File: config.mk
export PLATFORM = sky130hd
export DESIGN_NAME = evad_ctrl
export DESIGN_NICKNAME = d
export VERILOG_FILES = /design/src/rtl/evad_pkg.sv /design/src/rtl/evad_ctrl.sv
export SDC_FILE = /design/constraint.sdc
export NUM_CORES = 1
export LEC_CHECK = 0
export ABC_AREA = 1
export BUFFER_PORTS_ARGS = -buffer_cell sky130_fd_sc_hd__buf_2
export CORE_MARGIN = 2
export CORE_UTILIZATION = 25
export CTS_CLUSTER_SIZE = 12
export DETAILED_ROUTE_END_ITERATION = 8
export REMOVE_ABC_BUFFERS = 1
export SYNTH_ARGS = -nofsm -noshare
export SYNTH_HDL_FRONTEND = slang
export SYNTH_SLANG_ARGS = --single-unit
export TNS_END_PERCENT = 50
File: constraint.sdc
create_clock -name i_clk -period 2.4 [get_ports i_clk]
set_input_delay 0.12 -clock i_clk [delete_from_list [all_inputs] [get_ports i_clk]]
set_output_delay 0.12 -clock i_clk [all_outputs]
set_load 0.05 [all_outputs]
File: src/rtl/evad_pkg.sv
// evad_pkg: widths, codes, shared types and helpers of the energy voice activity detector
// no dependencies; compiled first

package evad_pkg;

    // fixed sizes of the design
    localparam int MAX_FRAME   = 4096;
    localparam int SAMPLE_BITS = 16;

    // register field widths
    localparam int THR_W   = 31;
    localparam int ONSET_W = 8;
    localparam int MS_W    = 16;
    localparam int HANG_W  = 8;
    localparam int RATE_W  = 18;

    // state widths
    localparam int CNT_W    = 16;
    localparam int LEN_W    = $clog2(MAX_FRAME) + 1;
    localparam int SQ_W     = 2 * SAMPLE_BITS - 1;
    localparam int ENERGY_W = SQ_W + LEN_W - 1;

    // milliseconds to seconds scale for the duration tests
    localparam int MS_SCALE   = 1000;
    localparam int MS_SCALE_W = 10;

    // shared multiplier sizes
    localparam int CL_W   = CNT_W + LEN_W;
    localparam int HAVE_W = CL_W + MS_SCALE_W;
    localparam int NEED_W = MS_W + RATE_W;
    localparam int TL_W   = THR_W + LEN_W;
    localparam int MUL_A_W_0 = (THR_W > CL_W) ? THR_W : CL_W;
    localparam int MUL_A_W   = (MUL_A_W_0 > SAMPLE_BITS) ? MUL_A_W_0 : SAMPLE_BITS;
    localparam int MUL_B_W_0 = (RATE_W > LEN_W) ? RATE_W : LEN_W;
    localparam int MUL_B_W_1 = (MUL_B_W_0 > MS_SCALE_W) ? MUL_B_W_0 : MS_SCALE_W;
    localparam int MUL_B_W   = (MUL_B_W_1 > SAMPLE_BITS) ? MUL_B_W_1 : SAMPLE_BITS;
    localparam int MUL_P_W   = MUL_A_W + MUL_B_W;
    localparam int PROD_W_0  = (TL_W > HAVE_W) ? TL_W : HAVE_W;
    localparam int PROD_W    = (PROD_W_0 > SQ_W) ? PROD_W_0 : SQ_W;
    localparam int VC_W      = (ENERGY_W > PROD_W) ? ENERGY_W : PROD_W;
    localparam int DC_W      = (HAVE_W > NEED_W) ? HAVE_W : NEED_W;

    // configuration port
    localparam int ADDR_W = 5;
    localparam int DATA_W = 32;

    typedef enum logic [2:0] {
        REG_THRESHOLD   = 3'd0,
        REG_ONSET       = 3'd1,
        REG_MIN_SPEECH  = 3'd2,
        REG_HANGOVER    = 3'd3,
        REG_MIN_SILENCE = 3'd4,
        REG_RATE        = 3'd5
    } t_reg_idx;

    typedef enum logic [1:0] {
        EV_NONE  = 2'd0,
        EV_START = 2'd1,
        EV_END   = 2'd2
    } t_event;

    typedef struct packed {
        logic [THR_W-1:0]   threshold_squared;
        logic [ONSET_W-1:0] onset_needed;
        logic [MS_W-1:0]    min_speech_time;
        logic [HANG_W-1:0]  hangover_length;
        logic [MS_W-1:0]    min_silence_time;
        logic [RATE_W-1:0]  rate_hz;
    } t_cfg;

    // controller to datapath commands
    typedef struct packed {
        logic load;
        logic sqr;
        logic acc;
        logic mul_thr;
        logic mul_cnt;
        logic mul_have;
        logic mul_need;
        logic decide;
    } t_dp_cmd;

    // datapath to controller status
    typedef struct packed {
        logic last;
        logic out_free;
    } t_dp_sts;

    function automatic logic [CNT_W-1:0] sat_inc(input logic [CNT_W-1:0] c);
        return (c == {CNT_W{1'b1}}) ? c : c + 1'b1;
    endfunction

endpackage

File: src/rtl/evad_ctrl.sv
// evad_ctrl: sequencer for per-sample accumulation and the frame-end decision steps
// depends on evad_pkg

module evad_ctrl import evad_pkg::*; (
    input  logic    i_clk,
    input  logic    i_rst_n,
    input  logic    i_in_valid,
    output logic    o_in_ready,
    input  t_dp_sts i_sts,
    output t_dp_cmd o_cmd
);

    typedef enum logic [7:0] {
        ST_IDLE = 8'b0000_0001,
        ST_SQR  = 8'b0000_0010,
        ST_ACC  = 8'b0000_0100,
        ST_THR  = 8'b0000_1000,
        ST_CNT  = 8'b0001_0000,
        ST_HAVE = 8'b0010_0000,
        ST_NEED = 8'b0100_0000,
        ST_DEC  = 8'b1000_0000
    } t_state;

    t_state r_state;
    t_state n_state;

    assign o_in_ready = (r_state == ST_IDLE);

    always_comb begin
        n_state = r_state;
        o_cmd   = '0;
        case (r_state)
            ST_IDLE: begin
                if (i_in_valid) begin
                    o_cmd.load = 1'b1;
                    n_state    = ST_SQR;
                end
            end
            ST_SQR: begin
                o_cmd.sqr = 1'b1;
                n_state   = ST_ACC;
            end
            ST_ACC: begin
                o_cmd.acc = 1'b1;
                n_state   = i_sts.last ? ST_THR : ST_IDLE;
            end
            ST_THR: begin
                o_cmd.mul_thr = 1'b1;
                n_state       = ST_CNT;
            end
            ST_CNT: begin
                o_cmd.mul_cnt = 1'b1;
                n_state       = ST_HAVE;
            end
            ST_HAVE: begin
                o_cmd.mul_have = 1'b1;
                n_state        = ST_NEED;
            end
            ST_NEED: begin
                o_cmd.mul_need = 1'b1;
                n_state        = ST_DEC;
            end
            ST_DEC: begin
                if (i_sts.out_free) begin
                    o_cmd.decide = 1'b1;
                    n_state      = ST_IDLE;
                end
            end
            default: n_state = ST_IDLE;
        endcase
    end

    always_ff @(posedge i_clk) begin
        if (!i_rst_n) begin
            r_state <= ST_IDLE;
        end else begin
            r_state <= n_state;
        end
    end

endmodule

==> impl_metrics.env <==
export IMPL_wire_length_of_the_first_global_routing_pass_microns=1640
export IMPL_finalHoldViolations=0
export IMPL_fin_crit_ns=1.50
export IMPL_post_dp_hpwl_microns=774
export IMPL_synth_avg_cell_area_sq_um=6.00
export IMPL_grt_overflow=0
export IMPL_drt_first_iter_violations=5
export IMPL_cts_hold_buf=0
export IMPL_maxSlewViolCount=0
export IMPL_first_global_vias=426
export IMPL_cell_area_synth_sq_um=498
export IMPL_clock_sinks=8
export IMPL_floorplan_die_area_sq_mm=0.00236
export IMPL_critPathLaunchType="flip-flop"
export IMPL_postSynthRegisterBits=8
export IMPL_antennaDiodeCount=0
export IMPL_core_area_sq_mm=0.00192
export IMPL_clock_latency_ns=0.25
export IMPL_mostFrequentLayoutCells="sky130_fd_sc_hd__nand2_1 (23), sky130_fd_sc_hd__inv_1 (15), sky130_fd_sc_hd__nor2_1 (13), sky130_fd_sc_hd__buf_2 (13)"
export IMPL_clk_pin_slew_ns=0.06
export IMPL_timing_hold_worst_class="input port to flip-flop"
export IMPL_largest_net_degree_at_the_start_of_global_routing=8
export IMPL_largest_register_ffs=8
export IMPL_power_leakage_nw=0.389
export IMPL_buffer_ports_inserted=13
export IMPL_antenna_found_initial=0
export IMPL_timing_slew_headroom=0.832
export IMPL_final_common_cell="sky130_fd_sc_hd__nand2_1"
export IMPL_placed_cells_incl_taps=123
export IMPL_switching_share=0.319
export IMPL_detail_route_drc_violations=0
export IMPL_htree_levels=1
export IMPL_clock_power_share=0.336
export IMPL_worstSetupEndpointType="output port"
export IMPL_grt_util_all_layers=0.0917
export IMPL_numCtsBuffers=3
export IMPL_max_clock_freq_mhz=667
export IMPL_worst_setup_path_type="flip-flop to output port"
export IMPL_postRouteAntennaNets=0
export IMPL_design_portCount=14
export IMPL_viasPerCell=3.99
export IMPL_wl_met3_microns=49
export IMPL_ys_warn_count=0
export IMPL_crit_arrival_ns=1.38
export IMPL_power_per_cell_area_mw_per_mm2=505
export IMPL_detail_route_first_pass_iterations=4
export IMPL_post_cts_setup_buffers=0
export IMPL_synth_cell_types=12
export IMPL_share_of_the_synthesized_area_in_the_top_cell_type=0.322
export IMPL_largest_registers="r_state (8)"
export IMPL_top_register_by_number_of_flip_flops="r_state"
export IMPL_timing_max_cap_violations=0
export IMPL_clockRootBuffer="sky130_fd_sc_hd__clkbuf_4"
export IMPL_chipWidth_microns=48.6
export IMPL_synth_seq_area_share=0.322
export IMPL_setup_tns_final_ns=0
export IMPL_timing_critical_path_fanout_max=5
export IMPL_core_rowCount=16
export IMPL_post_drt_wl_per_cell_microns=7.60
export IMPL_routed_via_count=503
export IMPL_detailroute_wirelength_met2_microns=467
export IMPL_start_util=0.259
export IMPL_net_switching_power_of_the_design_mw=0.0996
export IMPL_detail_route_wirelength_microns=958
export IMPL_synthCells=83
export IMPL_clock_skew_ns=0.00126
export IMPL_final_core_util=0.322
export IMPL_cellInternalPower_mw=0.213
export IMPL_worst_slew_pin_transition_ns=0.254
export IMPL_drive_gt1_frac=0.323
export IMPL_result_of_the_run="complete, no violations"
export IMPL_largest_cells_by_area_after_synthesis="sky130_fd_sc_hd__dfxtp_1 (32%), sky130_fd_sc_hd__nand2_1 (17%), sky130_fd_sc_hd__inv_1 (11%)"
export IMPL_num_nets_final=106
export IMPL_combinational_cell_fraction_of_total_power=0.221
export IMPL_critical_path_required_ns=2.28
export IMPL_cts_repair_resize_count=0
export IMPL_peak_ir_drop_on_the_vdd_network_uv=218
export IMPL_fin_crit_sh=0.625
export IMPL_power_sequential_fraction=0.443
export IMPL_post_synth_top_area_cell="sky130_fd_sc_hd__dfxtp_1"
export IMPL_gp_congestion=0.780
export IMPL_setup_repair_after_global_routing_missed_its_margin="no"
export IMPL_instances_no_fill=126
export IMPL_final_area_sq_um=619
export IMPL_setup_viols_final=0
export IMPL_post_layout_total_power_mw=0.313
export IMPL_drt_met1_wl_microns=419
export IMPL_max_clock_path_buffers=2
export IMPL_tritoncts="built"
export IMPL_die_height_microns=48.6
export IMPL_highest_signal_layer="met4"
export IMPL_area_growth_synth_to_final_pct=24.4
export IMPL_post_dp_cell_area_sq_um=597
-- area by class of cell --
class | instances | area [sq um]
Inverter | 23 | 86.3
Clock buffer | 3 | 22.5
Sequential cell | 8 | 160
Timing Repair Buffer | 13 | 65.1
Multi-Input combinational cell | 52 | 251
Tap cell | 27 | 33.8
Fill cell | 243 | 1300
-- critical path, stage by stage (launching register included) --
cell,delay (ns)
sky130_fd_sc_hd__dfxtp_1,0.32
sky130_fd_sc_hd__inv_2,0.08
sky130_fd_sc_hd__nand2_4,0.07
sky130_fd_sc_hd__inv_2,0.06
sky130_fd_sc_hd__nand2_2,0.06
sky130_fd_sc_hd__nor2_4,0.14
sky130_fd_sc_hd__inv_1,0.07
sky130_fd_sc_hd__nor2_1,0.07
sky130_fd_sc_hd__buf_2,0.26
-- worst paths after layout --
| path | from | end | slack, ns | cells past startpoint |
|---|---|---|---|---|
| min | i_rst_n | r_state[2]$_SDFFE_PN0P_ | 0.09 | 3 |
| min reg2reg | r_state[4]$_SDFFE_PN0P_ | r_state[5]$_SDFFE_PN0P_ | 0.58 | 4 |
| max reg2reg | r_state[3]$_SDFFE_PN0P_ | r_state[0]$_SDFFE_PN1P_ | 1.28 | 10 |
| max | r_state[5]$_SDFFE_PN0P_ | o_cmd[7] | 0.90 | 8 |
-- per-layer routing --
| metal | vias to the layer above | global-route usage |
|---|---|---|
| li1 | 270 | - |
| met1 | 216 | 0.0899 |
| met2 | 13 | 0.160 |
| met3 | 4 | 0.0278 |
| met4 | 0 | 0.0714 |
| met5 | - | 0 |
-- through the flow --
stage | hold slack (ns) | setup slack (ns)
after floorplan | 0.246 | 0.664
after global placement | 0.354 | 1.20
after detailed placement | 0.360 | 1.17
after CTS | 0.0932 | 0.886
after global routing | 0.115 | 0.783
final | 0.0947 | 0.900
-- cells by family after synthesis --
family          Yosys count  share of synthesized area
flops                     8                      0.322
simple gates             50                      0.485
compound gates            2                     0.0201
buf+inv                  23                      0.173
-- power groups by stage --
stage | clock network [mW] | logic [mW] | registers, mW
2_1_floorplan | 0 | 0.0554 | 0.141
3_3_place_gp | 0 | 0.0689 | 0.142
3_5_place_dp | 0 | 0.0694 | 0.142
4_1_cts | 0.109 | 0.0698 | 0.139
5_1_grt | 0.121 | 0.0761 | 0.139
6_report | 0.105 | 0.0690 | 0.139
-- cell usage after synthesis (all sizes together) --
| cell type | instances |
|---|---|
| nor3 | 3 |
| nand4 | 1 |
| nand3 | 2 |
| dfxtp | 8 |
| nand2 | 28 |
| nor2 | 16 |
| inv | 23 |
| a21oi | 2 |
No activity file was read; power rests on OpenSTA's default activity.
