## src/rtl/evad_pkg.sv

```systemverilog
// evad_pkg: widths, codes, shared types and helpers of the energy voice activity detector
// no dependencies; compiled first

package evad_pkg;

    // fixed sizes of the design
    localparam int MAX_FRAME   = 4096;
    localparam int SAMPLE_BITS = 16;

    // register field widths
    localparam int THR_W   = 31;
    localparam int ONSET_W = 8;
    localparam int MS_W    = 16;
    localparam int HANG_W  = 8;
    localparam int RATE_W  = 18;

    // state widths
    localparam int CNT_W    = 16;
    localparam int LEN_W    = $clog2(MAX_FRAME) + 1;
    localparam int SQ_W     = 2 * SAMPLE_BITS - 1;
    localparam int ENERGY_W = SQ_W + LEN_W - 1;

    // milliseconds to seconds scale for the duration tests
    localparam int MS_SCALE   = 1000;
    localparam int MS_SCALE_W = 10;

    // shared multiplier sizes
    localparam int CL_W   = CNT_W + LEN_W;
    localparam int HAVE_W = CL_W + MS_SCALE_W;
    localparam int NEED_W = MS_W + RATE_W;
    localparam int TL_W   = THR_W + LEN_W;
    localparam int MUL_A_W_0 = (THR_W > CL_W) ? THR_W : CL_W;
    localparam int MUL_A_W   = (MUL_A_W_0 > SAMPLE_BITS) ? MUL_A_W_0 : SAMPLE_BITS;
    localparam int MUL_B_W_0 = (RATE_W > LEN_W) ? RATE_W : LEN_W;
    localparam int MUL_B_W_1 = (MUL_B_W_0 > MS_SCALE_W) ? MUL_B_W_0 : MS_SCALE_W;
    localparam int MUL_B_W   = (MUL_B_W_1 > SAMPLE_BITS) ? MUL_B_W_1 : SAMPLE_BITS;
    localparam int MUL_P_W   = MUL_A_W + MUL_B_W;
    localparam int PROD_W_0  = (TL_W > HAVE_W) ? TL_W : HAVE_W;
    localparam int PROD_W    = (PROD_W_0 > SQ_W) ? PROD_W_0 : SQ_W;
    localparam int VC_W      = (ENERGY_W > PROD_W) ? ENERGY_W : PROD_W;
    localparam int DC_W      = (HAVE_W > NEED_W) ? HAVE_W : NEED_W;

    // configuration port
    localparam int ADDR_W = 5;
    localparam int DATA_W = 32;

    typedef enum logic [2:0] {
        REG_THRESHOLD   = 3'd0,
        REG_ONSET       = 3'd1,
        REG_MIN_SPEECH  = 3'd2,
        REG_HANGOVER    = 3'd3,
        REG_MIN_SILENCE = 3'd4,
        REG_RATE        = 3'd5
    } t_reg_idx;

    typedef enum logic [1:0] {
        EV_NONE  = 2'd0,
        EV_START = 2'd1,
        EV_END   = 2'd2
    } t_event;

    typedef struct packed {
        logic [THR_W-1:0]   threshold_squared;
        logic [ONSET_W-1:0] onset_needed;
        logic [MS_W-1:0]    min_speech_time;
        logic [HANG_W-1:0]  hangover_length;
        logic [MS_W-1:0]    min_silence_time;
        logic [RATE_W-1:0]  rate_hz;
    } t_cfg;

    // controller to datapath commands
    typedef struct packed {
        logic load;
        logic sqr;
        logic acc;
        logic mul_thr;
        logic mul_cnt;
        logic mul_have;
        logic mul_need;
        logic decide;
    } t_dp_cmd;

    // datapath to controller status
    typedef struct packed {
        logic last;
        logic out_free;
    } t_dp_sts;

    function automatic logic [CNT_W-1:0] sat_inc(input logic [CNT_W-1:0] c);
        return (c == {CNT_W{1'b1}}) ? c : c + 1'b1;
    endfunction

endpackage

```

## src/rtl/evad_dp.sv

```systemverilog
// evad_dp: energy accumulator, shared multiplier, onset/hangover state and result register
// depends on evad_pkg

module evad_dp import evad_pkg::*; (
    input  logic                          i_clk,
    input  logic                          i_rst_n,
    input  t_dp_cmd                       i_cmd,
    output t_dp_sts                       o_sts,
    input  t_cfg                          i_cfg,
    input  logic signed [SAMPLE_BITS-1:0] i_sample,
    input  logic                          i_frame_end,
    output logic                          o_res_valid,
    input  logic                          i_res_ready,
    output logic [1:0]                    o_event_res,
    output logic                          o_in_speech
);

    // payload registers
    logic [SAMPLE_BITS-1:0] r_mag;
    logic                   r_fe;
    logic [PROD_W-1:0]      r_prod;
    logic [NEED_W-1:0]      r_need;
    logic                   r_voice;
    t_event                 r_event;
    logic                   r_speech;

    // detector state
    logic                   r_active;
    logic [CNT_W-1:0]       r_onset;
    logic [CNT_W-1:0]       r_speech_cnt;
    logic [CNT_W-1:0]       r_silence;
    logic [HANG_W-1:0]      r_hang;
    logic [ENERGY_W-1:0]    r_energy;
    logic [LEN_W-1:0]       r_len;
    logic                   r_out_valid;

    logic                   n_active;
    logic [CNT_W-1:0]       n_onset;
    logic [CNT_W-1:0]       n_speech_cnt;
    logic [CNT_W-1:0]       n_silence;
    logic [HANG_W-1:0]      n_hang;
    t_event                 n_event;

    logic [SAMPLE_BITS-1:0] mag;
    logic [LEN_W-1:0]       len_inc;
    logic [CNT_W-1:0]       onset_inc;
    logic [CNT_W-1:0]       speech_inc;
    logic [CNT_W-1:0]       silence_inc;
    logic [CNT_W-1:0]       cnt_sel;
    logic [MS_W-1:0]        ms_sel;
    logic                   long_ok;
    logic [MUL_A_W-1:0]     mul_a;
    logic [MUL_B_W-1:0]     mul_b;
    logic [MUL_P_W-1:0]     mul_full;

    // magnitude; the most negative code wraps onto its own magnitude
    assign mag = i_sample[SAMPLE_BITS-1] ? (~i_sample + 1'b1) : i_sample;

    assign len_inc     = r_len + 1'b1;
    assign onset_inc   = sat_inc(r_onset);
    assign speech_inc  = sat_inc(r_speech_cnt);
    assign silence_inc = sat_inc(r_silence);
    assign cnt_sel     = r_active ? silence_inc : speech_inc;
    assign ms_sel      = r_active ? i_cfg.min_silence_time : i_cfg.min_speech_time;
    assign long_ok     = DC_W'(r_prod[HAVE_W-1:0]) >= DC_W'(r_need);

    assign o_sts.last     = r_fe || (len_inc == LEN_W'(MAX_FRAME));
    assign o_sts.out_free = !r_out_valid || i_res_ready;

    assign o_res_valid = r_out_valid;
    assign o_event_res = r_event;
    assign o_in_speech = r_speech;

    // shared multiplier operand selection
    always_comb begin
        mul_a = MUL_A_W'(r_mag);
        mul_b = MUL_B_W'(r_mag);
        if (i_cmd.mul_thr) begin
            mul_a = MUL_A_W'(i_cfg.threshold_squared);
            mul_b = MUL_B_W'(r_len);
        end else if (i_cmd.mul_cnt) begin
            mul_a = MUL_A_W'(cnt_sel);
            mul_b = MUL_B_W'(r_len);
        end else if (i_cmd.mul_have) begin
            mul_a = MUL_A_W'(r_prod[CL_W-1:0]);
            mul_b = MUL_B_W'(MS_SCALE);
        end else if (i_cmd.mul_need) begin
            mul_a = MUL_A_W'(ms_sel);
            mul_b = MUL_B_W'(i_cfg.rate_hz);
        end
    end

    assign mul_full = MUL_P_W'(mul_a) * MUL_P_W'(mul_b);

    // onset / hangover update at frame end
    always_comb begin
        n_active     = r_active;
        n_onset      = r_onset;
        n_speech_cnt = r_speech_cnt;
        n_silence    = r_silence;
        n_hang       = r_hang;
        n_event      = EV_NONE;
        if (!r_active) begin
            if (r_voice) begin
                n_onset      = onset_inc;
                n_speech_cnt = speech_inc;
                if ((onset_inc >= CNT_W'(i_cfg.onset_needed)) && long_ok) begin
                    n_active = 1'b1;
                    n_hang   = i_cfg.hangover_length;
                    n_event  = EV_START;
                end
            end else begin
                n_onset      = '0;
                n_speech_cnt = '0;
                n_silence    = '0;
            end
        end else if (r_voice) begin
            n_hang       = i_cfg.hangover_length;
            n_silence    = '0;
            n_speech_cnt = speech_inc;
        end else if (r_hang != '0) begin
            n_hang = r_hang - 1'b1;
        end else begin
            n_silence = silence_inc;
            if (long_ok) begin
                n_active     = 1'b0;
                n_onset      = '0;
                n_speech_cnt = '0;
                n_silence    = '0;
                n_event      = EV_END;
            end
        end
    end

    always_ff @(posedge i_clk) begin
        if (!i_rst_n) begin
            r_active     <= 1'b0;
            r_onset      <= '0;
            r_speech_cnt <= '0;
            r_silence    <= '0;
            r_hang       <= '0;
            r_energy     <= '0;
            r_len        <= '0;
            r_out_valid  <= 1'b0;
        end else begin
            if (i_cmd.acc) begin
                r_energy <= r_energy + ENERGY_W'(r_prod[SQ_W-1:0]);
                r_len    <= len_inc;
            end
            if (i_cmd.decide) begin
                r_active     <= n_active;
                r_onset      <= n_onset;
                r_speech_cnt <= n_speech_cnt;
                r_silence    <= n_silence;
                r_hang       <= n_hang;
                r_energy     <= '0;
                r_len        <= '0;
                r_out_valid  <= 1'b1;
            end else if (i_res_ready) begin
                r_out_valid  <= 1'b0;
            end
        end
    end

    always_ff @(posedge i_clk) begin
        if (i_cmd.load) begin
            r_mag <= mag;
            r_fe  <= i_frame_end;
        end
        if (i_cmd.sqr || i_cmd.mul_thr || i_cmd.mul_cnt || i_cmd.mul_have) begin
            r_prod <= mul_full[PROD_W-1:0];
        end
        if (i_cmd.mul_cnt) begin
            // r_prod still holds threshold * length here
            r_voice <= VC_W'(r_energy) > VC_W'(r_prod);
        end
        if (i_cmd.mul_need) begin
            r_need <= mul_full[NEED_W-1:0];
        end
        if (i_cmd.decide) begin
            r_event  <= n_event;
            r_speech <= n_active;
        end
    end

endmodule

```

## config.mk

```make
export PLATFORM = sky130hd
export DESIGN_NAME = evad_dp
export DESIGN_NICKNAME = d
export VERILOG_FILES = /design/src/rtl/evad_pkg.sv /design/src/rtl/evad_dp.sv
export SDC_FILE = /design/constraint.sdc
export NUM_CORES = 2
export LEC_CHECK = 0
export BUFFER_PORTS_ARGS = -buffer_cell sky130_fd_sc_hd__buf_2
export CORE_MARGIN = 5
export CORE_UTILIZATION = 45
export DETAILED_ROUTE_END_ITERATION = 16
export PLACE_DENSITY_LB_ADDON = 0.1
export SLEW_MARGIN = 20
export SYNTH_ARGS = -nofsm -noshare
export SYNTH_HDL_FRONTEND = slang
export SYNTH_SLANG_ARGS = --single-unit
```

## constraint.sdc

```tcl
create_clock -name i_clk -period 15.35 [get_ports i_clk]
set_clock_uncertainty 0.1 [all_clocks]
set_input_delay 1.535 -clock i_clk [delete_from_list [all_inputs] [get_ports i_clk]]
set_output_delay 1.535 -clock i_clk [all_outputs]
set_load 0.05 [all_outputs]
```

==> flow_metrics.env <==
export IMPL_hold_ws_ns=0.377
export IMPL_fin_tns_setup_ns=0
export IMPL_drive_above_1_share=0.0687
export IMPL_first_pass_iters=5
export IMPL_p_int_w=0.00199
export IMPL_hold_depth=2
export IMPL_cts_root_buf="clkbuf_16"
export IMPL_areaGrowthSynthToFinish_pct=8.93
export IMPL_nNetsFinal=4476
export IMPL_ys_types=78
export IMPL_synth_most_common_cell="inv_1"
export IMPL_grt_max_degree=81
export IMPL_gr_total_overflow=0
export IMPL_yosysSeqAreaShare=0.172
export IMPL_synth_area_top_cells="fa_1, edfxtp_1, ha_1"
export IMPL_power_density_nw_per_um2=109
export IMPL_clockBufferDepth=3
export IMPL_ant_nets=0
export IMPL_cp_start_kind="flip-flop"
export IMPL_yosys_warnings=0
export IMPL_r2r_end="r_prod[42]"
export IMPL_critPathLaunch="r_speech_cnt[3]"
export IMPL_leakage_nw=15.9
export IMPL_dp_slack_ns=4.88
export IMPL_hold_viol_final=0
export IMPL_cts_setup_buffers=0
export IMPL_regArea_um2=5260
export IMPL_r2r_cells=32
export IMPL_ys_top_cells_by_count="inv_1, fa_1, nand2_1"
export IMPL_combPwrFrac=0.551
export IMPL_syn_inst=3561
export IMPL_fin_crit_sh=0.653
export IMPL_cp_required_ns=15.55
export IMPL_cts_resized=0
export IMPL_routedWlPerCell_um=20.7
export IMPL_ctsHoldBuffers=0
export IMPL_cpMostUsedCell="fa_1"
export IMPL_die_h_um=270
export IMPL_critPathMaxStageDelay_ns=0.93
export IMPL_synthFlopType="dfxtp_1"
export IMPL_viasPerCell=5.37
export IMPL_max_slew_margin=0.252
export IMPL_cts_htree_levels=1
export IMPL_n_fill_cell=6554
export IMPL_netSwitchingFraction=0.452
export IMPL_wirelength_mm=94.8
export IMPL_synth_edf_count=99
export IMPL_critPathSlowestCell="a21oi_1"
export IMPL_track_usage=0.258
export IMPL_clk_pin_slew_ns=0.06
export IMPL_r2r_start="r_speech_cnt[3]"
export IMPL_power_share_sequential=0.253
export IMPL_diodes=0
export IMPL_netlist_area_um2=30500
export IMPL_insertion_delay_ns=0.56
export IMPL_multi_input_area_um2=22300
export IMPL_drcViolationCount=0
export IMPL_row_count=95
export IMPL_port_buffers=130
export IMPL_io_pins=131
export IMPL_synth_seq_cells=213
export IMPL_avgSynthCellArea_um2=8.56
export IMPL_tritoncts="built"
export IMPL_yosysTopAreaCell="fa_1"
export IMPL_critPathCaptureType="flip-flop"
export IMPL_setup_viol=0
export IMPL_hp_class="flip-flop to flip-flop"
export IMPL_ff2ff_setup_slack_ns=5.33
export IMPL_setup_ws_ns=5.33
export IMPL_initial_core_util=0.454
export IMPL_grt_pass1_wl_mm=147
export IMPL_p_sw_w=0.00164
export IMPL_drt_iter0_markers=1710
export IMPL_place_hpwl_mm=76.3
export IMPL_core_area_um2=67200
export IMPL_dieArea_um2=73100
export IMPL_max_freq_mhz=99.8
export IMPL_arrival_ns=10.22
export IMPL_outcome="complete, no violations"
export IMPL_min_from="r_hang[6]"
export IMPL_place_gp_congestion=0.938
export IMPL_crit_fanout=13
export IMPL_critPathKind="flip-flop to flip-flop"
export IMPL_finish_utilization=0.495
export IMPL_worst_pin_slew_ns=1.12
export IMPL_hold_end="r_hang[6]"
export IMPL_antenna_found_initial=4
export IMPL_fin_cells=4568
export IMPL_ir_drop_mv=0.0931
export IMPL_dp_cells=4518
export IMPL_grt_pass1_vias=24654
export IMPL_min_period_ns=10.02
export IMPL_die_w_um=270
export IMPL_rsz0062_at_grt="false"
export IMPL_clock_power_share=0.196
export IMPL_cts_buffers=27
export IMPL_synthArstFlopShare=0
export IMPL_netlist_area_leader_share=0.300
export IMPL_vias=24516
export IMPL_cts_num_sinks=213
export IMPL_drv_slew=0
export IMPL_cap_viol_max_count=0
## final cells by class
type	instances	share of cell area
flip-flops and latches	213	0.158
repair buffers	167	0.0280
well taps	873	0.0329
multi-input cells	2565	0.672
clock inverters	20	0.00885
inverters	701	0.0792
clock buffers	29	0.0206
## layout by cell type (no fill, tap or decap), types with 21 or more instances in the layout
| cell | instances |
|---|---|
| edfxtp_1 | 99 |
| xnor2_1 | 91 |
| a21oi_1 | 162 |
| buf_4 | 37 |
| o21ai_0 | 83 |
| xor2_1 | 41 |
| mux2i_1 | 35 |
| conb_1 | 60 |
| clkbuf_16 | 27 |
| nor3_1 | 39 |
| a31oi_1 | 27 |
| nor2_1 | 290 |
| nand2_1 | 449 |
| ha_1 | 219 |
| dfxtp_1 | 113 |
| nor2b_1 | 24 |
| o21ai_1 | 22 |
| and2_1 | 52 |
| inv_1 | 698 |
| and3_1 | 41 |
| a211oi_1 | 54 |
| a21o_1 | 59 |
| nand4_1 | 37 |
| nand2b_1 | 36 |
| o21bai_1 | 21 |
| nand3_1 | 54 |
| fa_1 | 457 |
| buf_2 | 129 |
## registers in the layout, summed over array words and instances, names as in the netlist, 8 cells and up
register / flops
r_need: 34
r_prod: 44
r_mag: 16
r_len: 13
r_speech_cnt: 16
r_silence: 16
r_onset: 16
r_energy: 43
r_hang: 8
## through the flow
stage,power (W),instance area [um2]
after floorplan,0.00226,30700
after global placement,0.00289,32200
after detailed placement,0.00289,32200
after CTS,0.00362,33200
after global routing,0.00392,33200
final,0.00362,33200
## critical path: cells and delay by family (launching register included)
kind	cells	cell delay [ns]
AND/OR/NAND/NOR	6	1.84
XOR/XNOR	2	0.22
buffers and inverters	5	0.46
flip-flops	1	0.43
AO/OA/AOI/OAI	12	3.30
adder cells (fa/ha/maj)	7	3.40
## power by group through the flow
stage / logic [W] / registers (W) / clock network [W]
global route: 0.00225 / 0.000923 / 0.000749
detailed placement: 0.00197 / 0.000920 / 0
CTS: 0.00199 / 0.000909 / 0.000723
floorplan: 0.00142 / 0.000840 / 0
finish: 0.00200 / 0.000916 / 0.000710
global placement: 0.00197 / 0.000920 / 0
## logic make-up (layout without fill, tap and decap cells)
| family | after synthesis | count (layout) | synth area share |
|---|---|---|---|
| AO/OA/AOI/OAI | 561 | 561 | 0.120 |
| XOR/XNOR | 132 | 132 | 0.0379 |
| adder cells (fa/ha/maj) | 676 | 676 | 0.390 |
| buffers and inverters | 841 | 917 | 0.104 |
| flip-flops | 213 | 213 | 0.172 |
| multiplexers | 43 | 43 | 0.0144 |
| other | 2 | 60 | 0.000246 |
| AND/OR/NAND/NOR | 1093 | 1093 | 0.162 |
## how the worst max path moves through the flow
stage / end / slack (ns) / depth (start not counted)
after floorplan: r_prod[41] / 6.38 / 29
after global placement: r_prod[42] / 4.97 / 28
after detailed placement: r_prod[42] / 4.88 / 28
after CTS: r_prod[42] / 5.42 / 32
after global routing: r_prod[42] / 4.82 / 32
final: r_prod[42] / 5.33 / 32
## per-layer routing
layer | GRT usage | share of wire
met1 | 0.376 | 0.45
met2 | 0.404 | 0.44
met3 | 0.0493 | 0.082
met4 | 0.0551 | 0.024
met5 | 0 | 0
Note: power is estimated with default switching activity, not from simulation.
